File: src/rtl/mrbt_pkg.sv
`default_nettype none
package mrbt_pkg;

	// Matrix geometry
	localparam int MAX_COLS    = 32;
	localparam int HEIGHT_BITS = 16;
	localparam int ROW_W       = 32;
	localparam int CFG_W       = 6;
	localparam int OUT_W       = 21;

	// Derived widths
	localparam int COL_W  = $clog2(MAX_COLS + 1);
	localparam int AREA_W = COL_W + HEIGHT_BITS;
	localparam int SAT_W  = (AREA_W > OUT_W) ? AREA_W : OUT_W;

	// Merge tree shape: lanes per group, then one final fold over groups
	localparam int GROUP_LANES = 8;
	localparam int NUM_GROUPS  = (MAX_COLS + GROUP_LANES - 1) / GROUP_LANES;

	localparam int COUNT_RESET = 32;

	localparam logic [HEIGHT_BITS-1:0] HEIGHT_MAX = '1;
	localparam logic [OUT_W-1:0]       AREA_MAX   = '1;

	typedef logic [COL_W-1:0]       col_t;
	typedef logic [HEIGHT_BITS-1:0] height_t;
	typedef logic [AREA_W-1:0]      area_t;
	typedef logic [OUT_W-1:0]       out_area_t;

	typedef struct packed {
		logic accept;
		logic last;
		logic clear;
		logic en_s1;
		logic en_s2;
		col_t cols;
		col_t clear_cols;
	} lane_ctrl_t;

	typedef struct packed {
		logic en_s3;
		logic en_s4;
		logic valid_s3;
		logic last_s3;
		logic clear;
	} merge_ctrl_t;

	// Clamp a column count to the lanes that exist
	function automatic col_t cols_in_use(input logic [CFG_W-1:0] count);
		int c;
		c = int'(count);
		if (c > MAX_COLS)
			c = MAX_COLS;
		return COL_W'(c);
	endfunction

	// Saturate a lane area to the result width
	function automatic out_area_t sat_area(input area_t a);
		logic [SAT_W-1:0] wide;
		wide = SAT_W'(a);
		if (wide > SAT_W'(AREA_MAX))
			return AREA_MAX;
		return OUT_W'(wide);
	endfunction

endpackage
`default_nettype wire

File: src/rtl/mrbt_scan.sv
`default_nettype none
module mrbt_scan (
	input  wire logic [mrbt_pkg::MAX_COLS-1:0] zero_mask,
	input  wire mrbt_pkg::col_t                cols,
	output mrbt_pkg::col_t                     left_edge  [mrbt_pkg::MAX_COLS],
	output mrbt_pkg::col_t                     right_edge [mrbt_pkg::MAX_COLS]
);

	// Left edge: one past the nearest zero cell to the left, else column 0
	always_comb begin
		for (int j = 0; j < mrbt_pkg::MAX_COLS; j++) begin
			left_edge[j] = '0;
			for (int k = 0; k < mrbt_pkg::MAX_COLS; k++) begin
				if (k < j && zero_mask[k])
					left_edge[j] = mrbt_pkg::COL_W'(k + 1);
			end
		end
	end

	// Right edge: nearest zero cell to the right, else the column count
	always_comb begin
		for (int j = 0; j < mrbt_pkg::MAX_COLS; j++) begin
			right_edge[j] = cols;
			for (int k = mrbt_pkg::MAX_COLS - 1; k >= 0; k--) begin
				if (k > j && zero_mask[k])
					right_edge[j] = mrbt_pkg::COL_W'(k);
			end
		end
	end

endmodule
`default_nettype wire

File: config.mk
export PLATFORM = sky130hd
export DESIGN_NAME = mrbt_scan
export DESIGN_NICKNAME = d
export VERILOG_FILES = /design/src/rtl/mrbt_pkg.sv /design/src/rtl/mrbt_scan.sv
export SDC_FILE = /design/constraint.sdc
export NUM_CORES = 1
export LEC_CHECK = 0
export ABC_CLOCK_PERIOD_IN_PS = 6100
export BUFFER_PORTS_ARGS = -buffer_cell sky130_fd_sc_hd__buf_2
export CAP_MARGIN = 30
export CORE_AREA = 3 3 165 167
export DETAILED_ROUTE_END_ITERATION = 16
export DIE_AREA = 0 0 168 170
export GPL_TIMING_DRIVEN = 0
export SYNTH_ARGS = -nofsm -noshare
export SYNTH_HDL_FRONTEND = slang
export SYNTH_SLANG_ARGS = --single-unit
File: constraint.sdc
create_clock -name vclk -period 6.1
set_input_delay 0.61 -clock vclk [all_inputs]
set_output_delay 0.61 -clock vclk [all_outputs]
set_load 0.03 [all_outputs]
; ---- Word-level counts from Yosys, hierarchy flattened
; Cells that the tools add are included.
; Widths: inputs -> output; s select.
[word_totals]
regBits = 0
inputBits = 38
output_inout_bits = 384
[op_classes]
mux = 62
[op_table]
columns = operator, n
row1 = $mux 6, 51
row2 = $mux 4, 4
row3 = $mux 3, 4
row4 = $mux 2, 2
row5 = $mux 1, 1

; ---- Longest topological paths before layout
[logic_depth]
ltp_word = 31
ltp_mapped = 10

; ---- Least setup slack after synthesis
; No wires, ideal clock.
[synth_timing]
path_kind = in2out
startpoint = input zero_mask[0] in the netlist's numbering
endpoint = output left_edge[66] in the netlist's numbering
arrival_ns = 3.353
required_ns = 5.490
path_slack_ns = 2.137
cell_stages = 6
n_path_buf = 0
cell_sequence = nor2b_1 > o311a_1 > o311a_1 > a211oi_1 > o21ai_0 > and2_1
[synth_lines]
columns = item, line
row1 = start: declaration, mrbt_scan.sv:3  ; input wire logic [mrbt_pkg::MAX_COLS-1:0] zero_mask,
row2 = end: declaration, mrbt_scan.sv:5  ; output mrbt_pkg::col_t left_edge [mrbt_pkg::MAX_COLS],

==> run_summary.xml <==
<?xml version="1.0" encoding="UTF-8"?>
<metrics>
  <group name="die">
    <metric name="core.rowCount" unit="">59</metric>
    <metric name="ios" unit="">422</metric>
    <metric name="coreArea" unit="sq um">25900</metric>
    <metric name="die_h" unit="um">170</metric>
    <metric name="die_width" unit="um">168</metric>
    <metric name="floorplan.initialDensity" unit="%">12.3</metric>
    <metric name="die_outline_area" unit="sq um">28600</metric>
  </group>
  <group name="sta">
    <metric name="setup_viol" unit="">0</metric>
    <metric name="final.period_utilization" unit="%">68.5</metric>
    <metric name="final_hold_viol_count" unit="">0</metric>
    <metric name="final_max_slew_viol_count" unit="">0</metric>
    <metric name="max_slew.worst_pin.slew" unit="ps">1030</metric>
    <metric name="max_slew_margin" unit="%">31.1</metric>
    <metric name="fin_crit" unit="ps">4180</metric>
    <metric name="rsz_0062_raised_after_global_routing" unit="">no</metric>
    <metric name="fmax" unit="GHz">0.239</metric>
    <metric name="setup_total_negative_slack" unit="ps">0</metric>
  </group>
  <group name="cells_and_area">
    <metric name="mostFrequentLayoutCells" unit="">sky130_fd_sc_hd__buf_2 (356), sky130_fd_sc_hd__nor2_1 (126), sky130_fd_sc_hd__buf_4 (74), sky130_fd_sc_hd__inv_1 (68), sky130_fd_sc_hd__conb_1 (63)</metric>
    <metric name="layout.clock_buffers" unit="">0</metric>
    <metric name="flow.area_growth_from_synthesis" unit="%">75.7</metric>
    <metric name="fill_cells" unit="">2996</metric>
    <metric name="instances_no_fill" unit="">1344</metric>
    <metric name="layout.cells.most_common" unit="">sky130_fd_sc_hd__buf_2</metric>
    <metric name="n_sequential_cell" unit="">0</metric>
    <metric name="seq_area" unit="sq um">0</metric>
    <metric name="nets" unit="">1048</metric>
    <metric name="total_area_of_multi_input_combinational_cells" unit="sq um">2450</metric>
    <metric name="layout-drive-gt1-share" unit="%">48.6</metric>
  </group>
  <group name="global_routing">
    <metric name="grt_pass1_vias" unit="">5234</metric>
    <metric name="grt_first_pass_wirelength" unit="mm">35.5</metric>
    <metric name="antenna_found_initial" unit="">1</metric>
    <metric name="grt_start_max_net_pins" unit="">11</metric>
    <metric name="grt-ovfl-total" unit="">0</metric>
    <metric name="grt_usage" unit="%">16.4</metric>
  </group>
  <group name="yosys">
    <metric name="netlist_area" unit="sq um">3190</metric>
    <metric name="avgSynthCellArea" unit="sq um">5.34</metric>
    <metric name="yosysWarnings" unit="">0</metric>
    <metric name="syn_inst" unit="">596</metric>
    <metric name="synth_cell_types" unit="">57</metric>
    <metric name="yosysSeqAreaShare" unit="%">0</metric>
  </group>
  <group name="route">
    <metric name="drtAntennaViolNets" unit="">0</metric>
    <metric name="detail_route.vias_per_cell" unit="">4.09</metric>
    <metric name="drc_errors" unit="">0</metric>
    <metric name="routed_wirelength" unit="mm">25.7</metric>
    <metric name="drt-wirelength-per-cell" unit="um">19.1</metric>
    <metric name="detailedRoute.firstIterationViolations" unit="">192</metric>
    <metric name="vias" unit="">5502</metric>
    <metric name="detail_route.first_pass.iterations" unit="">5</metric>
  </group>
  <group name="power">
    <metric name="power_density_of_the_placed_cells" unit="nW/um^2">103</metric>
    <metric name="irDropWorstVdd" unit="uV">43.8</metric>
    <metric name="power.static_leakage" unit="nW">3.11</metric>
    <metric name="power.total" unit="mW">0.574</metric>
  </group>
  <group name="setup_path">
    <metric name="cp_slowest_stage_delay" unit="ps">880</metric>
    <metric name="cp.buffers_inverters" unit="">2</metric>
    <metric name="start_kind" unit="">primary input</metric>
    <metric name="worstPathCellList" unit="">buf_2 &gt; nor2_1 &gt; a211oi_2 &gt; o31ai_1 &gt; nand3_1 &gt; a21oi_1 &gt; or2_2 &gt; buf_2</metric>
    <metric name="timing_worst_setup_path_type" unit="">primary input to output pin</metric>
    <metric name="crit_family" unit="">compound AO/OA/AOI/OAI gates</metric>
    <metric name="crit_path_end_kind" unit="">output pin</metric>
    <metric name="worst_ep_arrival" unit="ps">3570</metric>
    <metric name="timing.critical_path.slowest_stage_cell" unit="">sky130_fd_sc_hd__o31ai_1</metric>
    <metric name="cell_mode_on_critical_path" unit="">sky130_fd_sc_hd__buf_2</metric>
    <metric name="required" unit="ps">5490</metric>
    <metric name="crit_path_max_fanout" unit="">9</metric>
  </group>
  <group name="placement">
    <metric name="buffers_added_on_ports" unit="">348</metric>
    <metric name="placedCellCount" unit="">1343</metric>
    <metric name="gp_congestion" unit="">0.974</metric>
    <metric name="dp_hpwl" unit="mm">22.4</metric>
  </group>
  <group name="cts">
    <metric name="cts_resized" unit="">0</metric>
    <metric name="cts_hold_repair.buffers" unit="">0</metric>
    <metric name="post_cts.repair.setup_buffers" unit="">0</metric>
  </group>
  <group name="flow_run">
    <metric name="timing.max_cap.violations" unit="">0</metric>
  </group>
  <group name="worst_hold_path">
    <metric name="hold_path.class" unit="">primary input to output pin</metric>
  </group>
  <group name="status">
    <metric name="outcome" unit="">completed</metric>
  </group>
</metrics>
## synth_stat cells (4+ instances only)
| cell | n | area [sq um] |
|---|---|---|
| sky130_fd_sc_hd__buf_4 | 74 | 556 |
| sky130_fd_sc_hd__or2_2 | 37 | 231 |
| sky130_fd_sc_hd__nor2_1 | 126 | 473 |
| sky130_fd_sc_hd__clkbuf_1 | 29 | 109 |
| sky130_fd_sc_hd__nor3_1 | 27 | 135 |
| sky130_fd_sc_hd__nand2b_1 | 14 | 87.6 |
| sky130_fd_sc_hd__o21ai_0 | 10 | 50.1 |
| sky130_fd_sc_hd__o21bai_1 | 4 | 30.0 |
| sky130_fd_sc_hd__nor2b_1 | 8 | 50.1 |
| sky130_fd_sc_hd__or3_1 | 17 | 106 |
| sky130_fd_sc_hd__buf_2 | 6 | 30.0 |
| sky130_fd_sc_hd__a21oi_1 | 18 | 90.1 |
| sky130_fd_sc_hd__a21o_1 | 5 | 37.5 |
| sky130_fd_sc_hd__or4_1 | 4 | 30.0 |
| sky130_fd_sc_hd__nand3_1 | 17 | 85.1 |
| sky130_fd_sc_hd__nand2_1 | 61 | 229 |
| sky130_fd_sc_hd__nor4_1 | 9 | 56.3 |
| sky130_fd_sc_hd__and2_1 | 7 | 43.8 |
| sky130_fd_sc_hd__inv_1 | 68 | 255 |
## metrics by stage
step,instance area (sq um),hold slack [ps],setup WS [ps],util [%]
CTS,5600,1480,1910,21.6
global placement,5580,1480,1450,21.5
finish,5600,1490,1920,21.6
floorplan,3420,1270,2140,-
global route,5600,1490,1720,21.6
detailed placement,5600,1480,1930,21.6
## power by group
group | internal, mW | switching (mW)
sequential | 0 | 0
clock | 0.00000000000344 | 0
combinational | 0.149 | 0.425
total | 0.149 | 0.425
## cell type report
type	count	share of cell area [%]
inverters	69	4.63
well taps	335	7.49
diodes	1	0.0447
multi-input cells	477	43.8
plain buffers	112	12.8
repair buffers	350	31.3
## logic make-up after synthesis
group                  share of synthesized area, %
and+or+nand+nor                                51.5
buffers and inverters                          30.6
other                                         0.118
AOI/OAI and AO/OA                              17.8
## final timing paths
path | cells after the start | startpoint | end | slack, ps
setup / recovery | 8 | zero_mask[28] | right_edge[175] | 1920
hold / removal | 2 | zero_mask[3] | left_edge[164] | 1490
## per-layer routing
layer	part of all wire [%]	vias to the layer above	global-route usage, %
met5	0	-	0
met4	2.2	0	3.34
met3	6.6	34	1.67
met2	54	352	33.8
met1	37	2513	17.8
li1	-	2603	-
No activity file was read; power rests on OpenSTA's default activity.
