$ cat src/rtl/mrbt_pkg.sv
`default_nettype none
package mrbt_pkg;

	// Matrix geometry
	localparam int MAX_COLS    = 32;
	localparam int HEIGHT_BITS = 16;
	localparam int ROW_W       = 32;
	localparam int CFG_W       = 6;
	localparam int OUT_W       = 21;

	// Derived widths
	localparam int COL_W  = $clog2(MAX_COLS + 1);
	localparam int AREA_W = COL_W + HEIGHT_BITS;
	localparam int SAT_W  = (AREA_W > OUT_W) ? AREA_W : OUT_W;

	// Merge tree shape: lanes per group, then one final fold over groups
	localparam int GROUP_LANES = 8;
	localparam int NUM_GROUPS  = (MAX_COLS + GROUP_LANES - 1) / GROUP_LANES;

	localparam int COUNT_RESET = 32;

	localparam logic [HEIGHT_BITS-1:0] HEIGHT_MAX = '1;
	localparam logic [OUT_W-1:0]       AREA_MAX   = '1;

	typedef logic [COL_W-1:0]       col_t;
	typedef logic [HEIGHT_BITS-1:0] height_t;
	typedef logic [AREA_W-1:0]      area_t;
	typedef logic [OUT_W-1:0]       out_area_t;

	typedef struct packed {
		logic accept;
		logic last;
		logic clear;
		logic en_s1;
		logic en_s2;
		col_t cols;
		col_t clear_cols;
	} lane_ctrl_t;

	typedef struct packed {
		logic en_s3;
		logic en_s4;
		logic valid_s3;
		logic last_s3;
		logic clear;
	} merge_ctrl_t;

	// Clamp a column count to the lanes that exist
	function automatic col_t cols_in_use(input logic [CFG_W-1:0] count);
		int c;
		c = int'(count);
		if (c > MAX_COLS)
			c = MAX_COLS;
		return COL_W'(c);
	endfunction

	// Saturate a lane area to the result width
	function automatic out_area_t sat_area(input area_t a);
		logic [SAT_W-1:0] wide;
		wide = SAT_W'(a);
		if (wide > SAT_W'(AREA_MAX))
			return AREA_MAX;
		return OUT_W'(wide);
	endfunction

endpackage
`default_nettype wire

$ cat src/rtl/mrbt_lane.sv
`default_nettype none
module mrbt_lane (
	input  wire logic                 clk,
	input  wire logic                 arst_n,
	input  wire mrbt_pkg::lane_ctrl_t ctrl,
	input  wire logic                 in_use,
	input  wire logic                 cell_one,
	input  wire mrbt_pkg::col_t       left_edge,
	input  wire mrbt_pkg::col_t       right_edge,
	output mrbt_pkg::area_t           area_s2
);

	mrbt_pkg::height_t height_q, height_new, height_s1;
	mrbt_pkg::col_t    left_q, left_new, left_s1;
	mrbt_pkg::col_t    right_q, right_new, right_s1;
	mrbt_pkg::col_t    width;

	// Next column state for this row
	always_comb begin
		if (cell_one) begin
			height_new = (height_q == mrbt_pkg::HEIGHT_MAX) ? height_q :
				height_q + mrbt_pkg::height_t'(1);
			left_new   = (left_q < left_edge) ? left_edge : left_q;
			right_new  = (right_q > right_edge) ? right_edge : right_q;
		end else begin
			height_new = '0;
			left_new   = '0;
			right_new  = ctrl.cols;
		end
	end

	// Hold column state; drop it after a final row or a count write
	always_ff @(posedge clk or negedge arst_n) begin
		if (!arst_n) begin
			height_q <= '0;
			left_q   <= '0;
			right_q  <= mrbt_pkg::cols_in_use(mrbt_pkg::CFG_W'(mrbt_pkg::COUNT_RESET));
		end else if (ctrl.clear) begin
			height_q <= '0;
			left_q   <= '0;
			right_q  <= ctrl.clear_cols;
		end else if (ctrl.accept) begin
			if (ctrl.last) begin
				height_q <= '0;
				left_q   <= '0;
				right_q  <= ctrl.cols;
			end else if (in_use) begin
				height_q <= height_new;
				left_q   <= left_new;
				right_q  <= right_new;
			end
		end
	end

	// Snapshot the updated column for the area stage
	always_ff @(posedge clk) begin
		if (ctrl.en_s1) begin
			height_s1 <= in_use ? height_new : '0;
			left_s1   <= left_new;
			right_s1  <= right_new;
		end
	end

	assign width = (right_s1 > left_s1) ? right_s1 - left_s1 : '0;

	// Area of this column's rectangle
	always_ff @(posedge clk) begin
		if (ctrl.en_s2)
			area_s2 <= mrbt_pkg::AREA_W'(width) * mrbt_pkg::AREA_W'(height_s1);
	end

endmodule
`default_nettype wire

$ cat config.mk
export PLATFORM = sky130hd
export DESIGN_NAME = mrbt_lane
export DESIGN_NICKNAME = d
export VERILOG_FILES = /design/src/rtl/mrbt_pkg.sv /design/src/rtl/mrbt_lane.sv
export SDC_FILE = /design/constraint.sdc
export NUM_CORES = 1
export LEC_CHECK = 0
export BUFFER_PORTS_ARGS = -buffer_cell sky130_fd_sc_hd__buf_2
export CORE_MARGIN = 1
export CORE_UTILIZATION = 50
export CTS_CLUSTER_DIAMETER = 120
export DETAILED_ROUTE_END_ITERATION = 10
export GPL_TIMING_DRIVEN = 0
export PLACE_DENSITY = 0.79
export SYNTH_ARGS = -nofsm -noshare
export SYNTH_HDL_FRONTEND = slang
export SYNTH_SLANG_ARGS = --single-unit
$ cat constraint.sdc
create_clock -name clk -period 15.5 [get_ports clk]
set_input_delay 3.875 -clock clk [delete_from_list [all_inputs] [get_ports clk]]
set_output_delay 3.875 -clock clk [all_outputs]
set_load 0.01 [all_outputs]
# After elaboration in Yosys (flattened, before gate mapping)
# Index checks and enable logic that the tools add are counted.
# op_classes
add_sub_neg	2
multipliers	1
n_lt_le_gt_ge	3
eq_ne	1
mux	19
reduce_logical	3
# op_table
operator	count
$mux W16	6
$mux W6	13
$mul A6 B16 Y22	1
$add A16 B1 Y16 const B	1
$eq A16 B16 Y1 const B	1
$gt A6 B6 Y1	2
$lt A6 B6 Y1	1
$sub A6 B6 Y6	1
$reduce_bool A3 Y1	1
$reduce_and A2 Y1	1
$reduce_bool A2 Y1	1
# word_totals
regBits	78
in_bits	33

# Depth between registers and ports, before layout
# depth
word_depth	7
mapped_depth	26
ltp_nobuf	25

# Least setup slack after synthesis
# No wires, ideal clock.
# synth_timing
path_kind	register to register
startpoint	register right_s1[0]
endpoint	register area_s2[21], data pin
setup_ns	0.265
t_arrival_ns	5.411
path_slack_ns	9.824
stages_incl_launch_ff	26
n_path_buf	2
cell_sequence	edfxtp_1 inv_1 ha_1 inv_1 fa_1 a21o_1 a21oi_1 nor2b_1 o21ai_0 a21oi_1 clkbuf_1 and3_1 fa_1 fa_1 inv_1 fa_1 inv_1 ha_1 buf_2 a21o_1 or3_1 o221a_2 o21ai_2 nor3b_1 o21ai_0 xor2_1
# synth_between
elab_chain_cells	3
elab_cells_between_ends	4
classes_between	1 x add/sub; 1 x mul; 1 x order compare; 1 x mux
# synth_lines
element	line_no	source
from (decl)	mrbt_lane.sv:15	mrbt_pkg::col_t right_q, right_new, right_s1;
from (signal assigned)	mrbt_lane.sv:60	right_s1 <= right_new;
$sub A6 B6 Y6 / $gt A6 B6 Y1 (equally long branches)	mrbt_lane.sv:64	assign width = (right_s1 > left_s1) ? right_s1 - left_s1 : '0;
$mux W6 *	mrbt_lane.sv:64	
$mul A6 B16 Y22 *	mrbt_lane.sv:69	area_s2 <= mrbt_pkg::AREA_W'(width) * mrbt_pkg::AREA_W'(height_s1);
to (signal assigned)	mrbt_lane.sv:69	
to (decl)	mrbt_lane.sv:10	output mrbt_pkg::area_t area_s2
# Mark *: on every way between the ends. The rest lies on a longest branch, timed or not.
# A chain may end at the register's enable or synchronous reset.

# Final worst setup path
# Ends and elaborated chain as after synthesis.

==> metrics <==
CTS Hold Bufs=0; Peak VDD IR=0.0541 mV; synthesized flop and latch total=78; Die Wd=121 um; H-tree lvl count=3; I/O Pins=55; RSZ-0062 raised after global routing=false; Max transition margin=53.5%; worst hold path type=flip-flop to flip-flop; gr usage total=21.5%; Clock Pin Slew Worst Setup and Hold Paths=0.07 ns; Post-Syn Area per Cell=between 9 and 10 um^2; Lkg Pwr=3.86 nW; Starting Density=51.1%; post-route ant nets=0; worst skew pair latency=0.35 ns; TritonCTS buffer count=9; Setup WS post-layout=9.16 ns; critical path arrival=6.43 ns; pwr dens=104 nW/um^2; critical setup path kind=flip-flop to flip-flop; final number of setup-violating endpoints=0; period utilisation layout=40.9%; initial antenna violation count=0; top-area cell type share of the netlist area=21.3%; Die Height=121 um; fill cell count=1192; net total in the final layout=about 970; layout cells sized above 1=11.4%; # port buffers=53; CP Max Fanout=10; global placement routability congestion=0.892; Ys Warns=0; DRC Markers=0; f_max=around 160 MHz; Tightest Pin Transition=roughly 0.7 ns; routed wire length per instance=approximately 14 um; Row Count=43; Final Skew=about 0.012 ns; Area Growth Syn to Fin=11.2%; worst r2r path cells=25; GR Overflow Total=0; max_cap viols=0; via count=5501; Setup crit start=right_s1[0]$_DFFE_PP_; reg2reg start=right_s1[0]$_DFFE_PP_; Place WS=a little over 9 ns; Crit Reg-Reg Endpoint=area_s2[21]$_DFFE_PP_; Synth area leaders=edfxtp_1 21%, fa_1 16%, dfrtp_1 9.6%, ha_1 8.5%, inv_1 5.5%; Critical Path Sink=area_s2[21]$_DFFE_PP_; Most used DFF post-synth=edfxtp_1; CTS tree=yes; 1st-pass router iterations=5; Setup TNS=0 ns; Post-CTS Setup Bufs=0; final number of max-transition violations=0; status=finished, final reports clean; CP endpoint kind=flip-flop; R2R setup slack=9.16 ns; ys async rst share=35.9%; CTS Sinks=about 80; CTS resizes=0; detailed-route wire length=14.4 mm; Post-Syn Area=7070 um^2; sequential fraction of the synthesis area=31.2%; worst hold slack=0.539 ns; crit path launch type=flip-flop; 1st-iter DRT viols=290; number of global-route vias before repair=~5300; syn_nets=between 900 and 1000; Synth area leader=edfxtp_1; multi-input logic area=4340 um^2; CP Data Required Time=15.59 ns; EDFF count, synth=50; Tmin final=between 6 and 7 ns; CTS Buffer Depth=2; HPWL Detailed=~11 mm; Post-Synthesis Cells=around 770; vias per cell=approximately 5.4; core area=13800 um^2; clock root cell=clkbuf_16; global-route wire length before repair=24.8 mm; Distinct cells, synth=57; largest net degree at the start of global routing=29; DIE AREA=14600 um^2; final core utilization=between 50% and 60%; ANT cells=0; register area=2200 um^2; Final Hold Violating Endpoints=0
==> placed cells by master, fill, tap and decap left out, types with 3 or more instances in the layout <==
cell / instances
xor2_1: 14
nand4_1: 8
nor2_1: 54
o21ai_0: 35
buf_2: 58
a31oi_1: 10
o21a_1: 3
a211oi_1: 3
nand2_1: 64
a21o_1: 11
ha_1: 48
nor3_1: 9
inv_1: 103
a31o_2: 6
a21oi_1: 48
xnor2_1: 14
fa_1: 58
edfxtp_1: 50
and3_1: 61
clkbuf_16: 9
and2_1: 32
o31ai_1: 4
dfrtp_1: 27
nand3_1: 13
a22o_1: 8
nor2b_1: 6
clkbuf_1: 29
nand2b_1: 7
==> cells by family (layout without fill, tap and decap cells) <==
logic type / count (synthesis) / after routing / synth area share [%]
simple gates: 265 / 265 / 19.1
compound gates: 149 / 149 / 13.6
buf+inv: 137 / 206 / 7.38
fa+ha+maj: 106 / 106 / 24.9
flops: 78 / 78 / 31.2
xor+xnor: 28 / 28 / 3.47
mux: 2 / 2 / 0.283
==> cells in the mapped netlist, types with 2 or more instances <==
library cell  count
a21oi_1          48
xor2_1           14
clkbuf_1         28
o21a_1            3
a31oi_1          10
nor3_1            9
nand2_1          64
or3_1             2
nand4_1           8
buf_2             5
mux2i_1           2
nor3b_1           2
o221a_2           2
a31o_2            6
a22o_1            8
a211oi_1          3
a21o_1           11
o31ai_1           4
and2_1           32
fa_1             58
and3_1           61
edfxtp_1         50
dfrtp_1          27
nand2b_1          7
inv_1           103
nor2b_1           6
nor2_1           54
xnor2_1          14
o211ai_1          2
or2_2             2
ha_1             48
o21ai_0          35
nand3_1          13
==> power breakdown <==
group          internal [mW]  switching (mW)  total, mW  leakage (nW)
Sequential             0.259         0.00920      0.268         0.882
Combinational          0.129           0.200      0.329          2.83
Clock                  0.126          0.0908      0.217         0.143
Total                  0.514           0.300      0.814          3.86
==> critical path, cell delays in order (launching register included) <==
cell	delay [ns]
edfxtp_1	0.35
inv_1	0.07
ha_1	0.13
inv_1	0.06
fa_1	0.39
a21o_1	0.20
a21oi_1	0.17
nor2b_1	0.08
o21ai_0	0.22
a21oi_1	0.23
clkbuf_1	0.28
and3_1	0.26
fa_1	0.51
fa_1	0.54
inv_1	0.05
fa_1	0.52
inv_1	0.04
ha_1	0.27
buf_2	0.16
a21o_1	0.19
or3_1	0.31
o221a_2	0.26
o21ai_2	0.16
nor3b_1	0.29
o21ai_0	0.18
xor2_1	0.16
==> flip-flops by register name, summed over array words and instances (netlist names) <==
name	cells
area_s2	22
height_s1	16
left_s1	6
right_q	6
height_q	16
left_q	6
right_s1	6
==> stage by stage <==
stage               std cells  total power, mW  area, um^2
finish                   1014            0.814        7850
global route             1014            0.879        7850
CTS                      1014            0.821        7850
detailed placement        998            0.602        7560
global placement          998            0.593        7560
floorplan                 765            0.519        7070
==> how the worst min path moves through the flow <==
stage,start,endpoint,slack [ns],depth (start not counted)
finish,left_q[0]$_DFFE_PN0P_,left_q[0]$_DFFE_PN0P_,0.54,1
global route,left_q[2]$_DFFE_PN0P_,left_q[2]$_DFFE_PN0P_,0.56,1
CTS,left_q[0]$_DFFE_PN0P_,left_q[0]$_DFFE_PN0P_,0.54,1
detailed placement,left_q[0]$_DFFE_PN0P_,left_q[0]$_DFFE_PN0P_,0.52,1
global placement,right_q[2]$_DFFE_PN0P_,right_q[2]$_DFFE_PN0P_,0.50,2
floorplan,right_q[2]$_DFFE_PN0P_,right_q[2]$_DFFE_PN0P_,0.47,2
==> cell type report <==
cell class	instances	area share [%]
multi-input cells	550	55.3
repair buffers	53	3.38
plain buffers	34	1.72
clock buffers	10	2.92
clock inverters	6	0.876
flip-flops and latches	78	28.1
well taps	180	2.87
inverters	103	4.92
==> per-layer routing <==
layer | global-route usage, % | vias to the layer above | wire length [um]
met5 | 0 | - | 0
met3 | 3.34 | 17 | 619
li1 | - | 2728 | -
met1 | 28.1 | 2610 | 6510
met4 | 8.02 | 0 | 293
met2 | 36.0 | 146 | 6960
Note: power is estimated with default switching activity, not from simulation.
